$ cat config.mk
export PLATFORM = sky130hd
export DESIGN_NAME = dpc_dist
export DESIGN_NICKNAME = d
export VERILOG_FILES = /design/src/dpc_pkg.sv /design/src/dpc_dist.sv
export SDC_FILE = /design/constraint.sdc
export NUM_CORES = 2
export LEC_CHECK = 0
export BUFFER_PORTS_ARGS = -buffer_cell sky130_fd_sc_hd__buf_2
export CAP_MARGIN = 20
export CELL_PAD_IN_SITES_DETAIL_PLACEMENT = 0
export CELL_PAD_IN_SITES_GLOBAL_PLACEMENT = 1
export CORE_AREA = 3 3 429 431
export CTS_CLUSTER_DIAMETER = 60
export DETAILED_ROUTE_END_ITERATION = 8
export DIE_AREA = 0 0 432 434
export PLACE_DENSITY = 0.7
export SLEW_MARGIN = 30
export SYNTH_ARGS = -nofsm -noshare
export SYNTH_HDL_FRONTEND = slang
export SYNTH_SLANG_ARGS = --single-unit
$ cat constraint.sdc
create_clock -name clk_i -period 7.8 [get_ports clk_i]
set_input_delay 1.56 -clock clk_i [delete_from_list [all_inputs] [get_ports clk_i]]
set_output_delay 1.56 -clock clk_i [all_outputs]
set_load 0.01 [all_outputs]
$ cat src/dpc_pkg.sv
// Package for the disk placement checker: item and entry types, codes and
// default sizes. Used by every module of the block.
`default_nettype none

package dpc_pkg;

  localparam int unsigned MAX_CIRCLES_DEF = 256;
  localparam int unsigned FRAC_BITS_DEF   = 8;

  localparam int unsigned COORD_W  = 24;
  localparam int unsigned RADIUS_W = 20;
  localparam int unsigned PERIOD_W = 15;
  localparam int unsigned OUTCNT_W = 9;
  localparam int unsigned CFG_IDX_W = 2;

  // drain length: ST_DRAIN counts from zero up to this value, by which time the hit flag of the last entry is visible
  localparam int unsigned DIST_LAT = 3;

  // configuration register indexes
  localparam logic [CFG_IDX_W-1:0] REG_WALL_BOTTOM = 2'd0;
  localparam logic [CFG_IDX_W-1:0] REG_WALL_TOP    = 2'd1;
  localparam logic [CFG_IDX_W-1:0] REG_GAP_MIN     = 2'd2;
  localparam logic [CFG_IDX_W-1:0] REG_PERIOD_X    = 2'd3;

  typedef enum logic [1:0] {
    OP_QUERY  = 2'd0,
    OP_INSERT = 2'd1,
    OP_CLEAR  = 2'd2
  } opcode_e;

  typedef enum logic [1:0] {
    RSN_NONE    = 2'd0,
    RSN_BOTTOM  = 2'd1,
    RSN_TOP     = 2'd2,
    RSN_OVERLAP = 2'd3
  } reason_e;

  typedef enum logic [2:0] {
    ST_IDLE,
    ST_WALL,
    ST_SWEEP,
    ST_DRAIN,
    ST_OUT
  } state_e;

  typedef struct packed {
    logic [1:0]                 opcode;
    logic signed [COORD_W-1:0]  center_x;
    logic signed [COORD_W-1:0]  center_y;
    logic [RADIUS_W-1:0]        disk_radius;
    logic                       radius_given;
  } in_item_t;

  typedef struct packed {
    logic                placement_ok;
    logic [1:0]          fail_reason;
    logic                table_full;
    logic [OUTCNT_W-1:0] circle_count;
  } out_item_t;

  // one stored circle
  typedef struct packed {
    logic signed [COORD_W-1:0] x;
    logic signed [COORD_W-1:0] y;
    logic [RADIUS_W-1:0]       radius;
    logic                      radius_valid;
  } entry_t;

  // chain control: shift in at the front, or rotate towards the head
  typedef struct packed {
    logic ins;
    logic rot;
  } chain_ctrl_t;

endpackage

`default_nettype wire

$ cat src/dpc_dist.sv
// Pipelined distance unit: tests one stored circle a cycle against the query
// disk and keeps a sticky overlap flag. Depends on dpc_pkg.
`default_nettype none

module dpc_dist #(
  parameter int unsigned FRAC_BITS = dpc_pkg::FRAC_BITS_DEF
) (
  input  wire logic                                clk_i,
  input  wire logic                                rst_ni,
  input  wire logic                                clr_i,
  input  wire logic                                valid_i,
  input  wire dpc_pkg::entry_t                     entry_i,
  input  wire logic signed [dpc_pkg::COORD_W-1:0]  cx_i,
  input  wire logic signed [dpc_pkg::COORD_W-1:0]  cy_i,
  input  wire logic [dpc_pkg::RADIUS_W-1:0]        r_i,
  input  wire logic [dpc_pkg::RADIUS_W-1:0]        gap_i,
  input  wire logic [dpc_pkg::PERIOD_W-1:0]        period_i,
  output logic                                     hit_o
);

  localparam int unsigned LEN_W = dpc_pkg::PERIOD_W + FRAC_BITS;
  localparam int unsigned DX_W  = (LEN_W + 2 > 26) ? LEN_W + 2 : 26;
  localparam int unsigned MAG_W = DX_W - 1;
  localparam int unsigned SQ_W  = 2 * MAG_W + 1;
  localparam int unsigned DY_W  = dpc_pkg::COORD_W + 1;
  localparam int unsigned LIM_W = dpc_pkg::RADIUS_W + 2;

  logic [LEN_W-1:0] len;
  assign len = LEN_W'(period_i) << FRAC_BITS;

  // stage 1: differences and contact limit (radius sum plus gap)
  logic signed [DX_W-1:0] dx_d, dx_q;
  logic signed [DY_W-1:0] dy_d, dy_q;
  logic [dpc_pkg::RADIUS_W-1:0] re;
  logic [LIM_W-1:0] lim_d, lim_q;
  logic v1_q;

  assign dx_d  = DX_W'(cx_i) - DX_W'(entry_i.x);
  assign dy_d  = DY_W'(cy_i) - DY_W'(entry_i.y);
  assign re    = entry_i.radius_valid ? entry_i.radius : r_i;
  assign lim_d = LIM_W'(r_i) + LIM_W'(re) + LIM_W'(gap_i);

  // stage 2: single wrap, |dy|
  logic signed [DX_W:0]   two_dx, lens;
  logic signed [DX_W-1:0] lenw;
  logic signed [DX_W-1:0] dxf_d, dxf_q;
  logic [dpc_pkg::COORD_W-1:0] ay_d, ay_q;
  logic [LIM_W-1:0] lim2_q;
  logic v2_q;

  assign two_dx = signed'({dx_q, 1'b0});
  assign lens   = signed'((DX_W + 1)'(len));
  assign lenw   = signed'(DX_W'(len));

  always_comb begin
    dxf_d = dx_q;
    if (period_i != '0) begin
      if (two_dx > lens) begin
        dxf_d = dx_q - lenw;
      end else if (two_dx < -lens) begin
        dxf_d = dx_q + lenw;
      end
    end
  end

  assign ay_d = dy_q[DY_W-1] ? dpc_pkg::COORD_W'(-dy_q) : dpc_pkg::COORD_W'(dy_q);

  // stage 3: squares
  logic [MAG_W-1:0] ax;
  logic [2*MAG_W-1:0] axsq_d, axsq_q;
  logic [2*dpc_pkg::COORD_W-1:0] aysq_d, aysq_q;
  logic [2*LIM_W-1:0] limsq_d, limsq_q;
  logic v3_q;

  assign ax      = dxf_q[DX_W-1] ? MAG_W'(-dxf_q) : MAG_W'(dxf_q);
  assign axsq_d  = ax * ax;
  assign aysq_d  = ay_q * ay_q;
  assign limsq_d = lim2_q * lim2_q;

  // stage 4: sum and compare
  logic [SQ_W-1:0] d2;
  logic hit_d, hit_q;

  assign d2    = SQ_W'(axsq_q) + SQ_W'(aysq_q);
  assign hit_d = v3_q && (d2 < SQ_W'(limsq_q));

  always_ff @(posedge clk_i) begin
    dx_q    <= dx_d;
    dy_q    <= dy_d;
    lim_q   <= lim_d;
    dxf_q   <= dxf_d;
    ay_q    <= ay_d;
    lim2_q  <= lim_q;
    axsq_q  <= axsq_d;
    aysq_q  <= aysq_d;
    limsq_q <= limsq_d;
  end

  always_ff @(posedge clk_i or negedge rst_ni) begin
    if (!rst_ni) begin
      v1_q  <= 1'b0;
      v2_q  <= 1'b0;
      v3_q  <= 1'b0;
      hit_q <= 1'b0;
    end else begin
      v1_q <= valid_i;
      v2_q <= v1_q;
      v3_q <= v2_q;
      if (clr_i) begin
        hit_q <= 1'b0;
      end else if (hit_d) begin
        hit_q <= 1'b1;
      end
    end
  end

  assign hit_o = hit_q;

endmodule

`default_nettype wire

# Yosys cells after proc, flatten, opt, wreduce, memory -nomap -nowiden
# Index checks and enable logic that the tools add are counted.
# op_classes
add_sub_neg,10
mul,3
order_cmp,3
n_mux,8
n_reduce_logical,3
# op_table
cell,n
$mux 26,3
$add 50x48->51,1
$lt 51x44->1,1
$mul 25x25->50,1
$sub 24x24->25,2
$mul 24x24->48,1
$mul 22x22->44,1
$lt 26x27->1,1
$neg 23->27,1
$add 25x24->26,1
$gt 26x24->1,1
$sub 25x24->26,1
$mux 25,1
$neg 25->25,1
$mux 24,1
$neg 24->24,1
$add 21x20->22,1
$add 20x20->21,1
$mux 20,1
$reduce_bool 15->1,1
$mux 1,2
$reduce_bool 2->1,1
$logic_and 1x1->1,1
# word_totals
ff_bits,290
input_bits,176
output_inout_bits,1
wordCells,40

# Longest topological paths before layout
# depth
depth_word,5
ltp_mapped,36
depth_no_buf,33

# Least setup slack after synthesis
# No wires, ideal clock.
# synth_timing
path_kind,register to register
startpoint,register dxf_q[0]
endpoint,register axsq_q[46]
setup_time_ns,0.072
arrival_time_ns,8.384
t_required_ns,7.728
slack_ns,-0.656
path_stages_with_launch,35
path_buffers,3
synth_period_minus_slack_ns,8.456
path_cell_list,dfxtp_1 > clkbuf_1 > inv_1 > clkbuf_1 > ha_1 > nand3_1 > or4b_1 > and2_1 > xnor2_1 > inv_1 > clkbuf_1 > nand2_1 > inv_1 > fa_1 > fa_1 > fa_1 > inv_1 > fa_1 > inv_1 > fa_1 > fa_1 > inv_1 > fa_1 > inv_1 > ha_1 > and3_1 > o31a_1 > o21ai_0 > a21oi_1 > o21ai_0 > o211a_1 > o21ai_1 > and2_1 > a221oi_2 > xnor2_1
# synth_via
elab_chain_len,3
# synth_rtl
element,line,text
"start, declared",dpc_dist.sv:46,"logic signed [DX_W-1:0] dxf_d, dxf_q;"
"start signal, assigned",dpc_dist.sv:91,dxf_q <= dxf_d;
$neg 25->25,dpc_dist.sv:75,assign ax = dxf_q[DX_W-1] ? MAG_W'(-dxf_q) : MAG_W'(dxf_q);
$mux 25 (*),dpc_dist.sv:75,
$mul 25x25->50 (*),dpc_dist.sv:76,assign axsq_d = ax * ax;
net axsq_d[46],dpc_dist.sv:70,"logic [2*MAG_W-1:0] axsq_d, axsq_q;"
"end signal, assigned",dpc_dist.sv:94,axsq_q <= axsq_d;
"end, declared",dpc_dist.sv:70,
# The timed path passes the listed nets; every way through them passes the cells marked *.
# A chain may end at the register's enable or synchronous reset.

# Worst setup path in the final report
# layout_timing
startpoint,register dxf_q[18]
endpoint,register axsq_q[49]
# Same word-level chain as after synthesis.

==> flow_summary.yaml <==
run_status:
  status: "complete, but fails checks"
  violations: "negative setup slack"
grt:
  grt_antenna_before_repair: 5
  track_usage: 0.178
  grt_pass1_wl_um: 267000
  grt_max_degree: 28
  gr-total-overflow: 0
  grt_pass1_vias: 50500
flow_run:
  max_cap_viol_count: 0
placement:
  place.gp.congestion: 0.898
  dpl.hpwl_um: 142000
  portBuffers: 176
  dp_cells: 9682
route:
  via_per_inst: 4.73
  wl_per_cell_um: 16.4
  drtAntennaViolNets: 0
  drc: 0
  finalWirelength_um: 161000
  detailroute.via_count: 46300
  dr.pass1.iters: 7
  drt_iter0_markers: 2271
clock_tree:
  cts_made_buffers: 41
  clock-sinks: 287
  cts_tree: "done"
  cts-root-buf: "clkbuf_16"
  clk_latency_ns: 0.61
  cts_hold_buf: 0
  cts.path.max_buffers: 3
  clkTransAtPathRegs_ns: 0.06
  htreeDepth: 2
hold_path:
  hp-start: "lim_q[10]"
  hold_path.class: "flop to flop"
  min_path_cells: 0
  hold_path_end: "lim2_q[10]"
setup_path:
  cp_data_arrival_time_ns: 8.55
  cp_slowest_cell: "fa_2"
  critPathMaxStageDelay_ns: 0.56
  endpoint_kind: "flop"
  r2r_cells: 30
  cp.required_ns: 8.35
  worstSetupStartpointType: "flop"
  rr_startpoint: "dxf_q[18]"
  crit_top_cell: "fa_1"
  critPathKind: "flop to flop"
  r2r_slack_ns: -0.20
  path_max_fanout: 7
  r2r-end: "axsq_q[49]"
synth:
  yosys-top-cells-area: "fa_1, ha_1, inv_1"
  synth_nets: 9050
  ys_types: 92
  yosys_warnings: 0
  synth_edf_count: 0
  async_flop_share: 0.0139
  synth_top_cell_area_share: 0.400
  synth_seq_cells: 287
  syn_area_um2: 63200
  synthFlopType: "dfxtp_1"
  synth_top_area_cell: "fa_1"
  syn_inst: 6880
  syn_avg_cell_area_um2: 9.18
  ys_seq_area_frac: 0.0913
timing:
  period_minus_slack_ns: 8.00
  slew_violations: 0
  finalHoldViolations: 0
  slew_headroom: 0.386
  fin_crit_sh: 1.03
  skew_ns: 0.0252
  layout_setup_ws_ns: -0.198
  setup_viol: 10
  worst_pin_slew_ns: 0.921
  fmax_mhz: 125
  rsz0062_at_grt: "true"
die:
  fp.dieW_um: 432
  core_area_um2: 181000
  rows: 156
  dieArea_um2: 187000
  io_pins: 177
  fp.dieH_um: 434
  start_util: 0.350
layout:
  syn_to_final_growth_pct: 14.4
  nets: 9563
  drive_above_1_share: 0.126
  instances_no_fill: 9800
==> routing by layer <==
layer,GRT usage,up-vias,routed length (µm)
met2,0.305,942,77800
li1,-,22100,-
met4,0.0489,0,4660
met3,0.0226,226,7800
met1,0.236,23100,70600
met5,0,-,0
==> cell usage in the layout (no fill, tap or decap), types with 64 or more instances in the layout <==
master	instances
inv_1	1768
fa_1	1254
ha_1	716
nand2_1	500
buf_4	432
nor2_1	307
and2_1	295
dfxtp_1	267
xnor2_1	210
a21oi_1	202
buf_2	176
a21o_1	131
o21ai_0	122
xor2_1	75
nand3_1	64
==> registers in the layout, indices dropped and copies added, names as in the netlist <==
register  cells
axsq_q       49
v1_q          1
lim_q        22
dx_q         25
v2_q          1
lim2_q       22
hit_o         1
limsq_q      43
v3_q          1
ay_q         24
dxf_q        26
aysq_q       47
dy_q         25
==> worst max path at each step <==
stage / startpoint / endpoint
floorplan: dxf_q[3] / axsq_q[46]
global placement: dxf_q[3] / axsq_q[48]
detailed placement: dxf_q[3] / axsq_q[49]
CTS: dxf_q[4] / axsq_q[46]
global route: dxf_q[7] / axsq_q[40]
finish: dxf_q[18] / axsq_q[49]
==> stage by stage <==
stage	hold WS, ns	util	cell area [µm²]	setup slack, ns	setup TNS [ns]
final	0.325	0.400	72300	-0.198	-1.01
after global routing	0.328	0.400	72300	-0.440	-5.74
after global placement	0.312	0.387	69900	-0.367	-4.39
after floorplan	0.310	-	63500	-0.00483	-0.00483
after detailed placement	0.312	0.387	69900	-0.511	-6.83
after CTS	0.326	0.398	71900	-0.160	-0.856
==> critical path: cells and delay by family, from the launching register on <==
kind	cells	cell delay (ns)
adders and majority gates	8	3.42
and+or+nand+nor	9	2.12
buffers and inverters	7	0.85
xor gates and xnor gates	1	0.13
AOI/OAI and AO/OA	5	1.12
DFF	1	0.32
==> cells in the mapped netlist, drive strengths merged, types with 22 or more instances <==
master / count
a21o: 131
a21oi: 219
a31oi: 28
and2: 299
and3: 42
clkbuf: 156
dfxtp: 283
fa: 1261
ha: 733
inv: 1789
nand2: 511
nand2b: 36
nand3: 67
nand4: 22
nor2: 331
nor2b: 51
nor3: 57
o21a: 41
o21ai: 146
o21bai: 32
o31ai: 22
xnor2: 219
xor2: 84
==> what timing repair did <==
action,CTS,global route
setup buffers,27,15
endpoints found under the setup margin,23,39
gates resized for setup,78,91
pin swaps,52,69
==> area by class of cell <==
type	count	area [µm²]
sequential	287	5790
tap	2370	2970
clock buffer	49	1120
multi-input combinational	4637	50900
inverter	1793	6740
clock inverter	26	312
timing repair buffer	633	4500
fill	18000	108000
antenna	5	12.5
==> cell families after synthesis <==
logic type,count (synthesis),share of synthesized area
fa+ha+maj,1994,0.545
compound gates,813,0.0861
buf+inv,1956,0.116
simple gates,1503,0.115
mux,24,0.00422
flops,287,0.0913
xor+xnor,303,0.0427
Power is left out: the tool's default activity adds up to more than one toggle a clock period on the data nets, which glitch-free logic cannot reach.
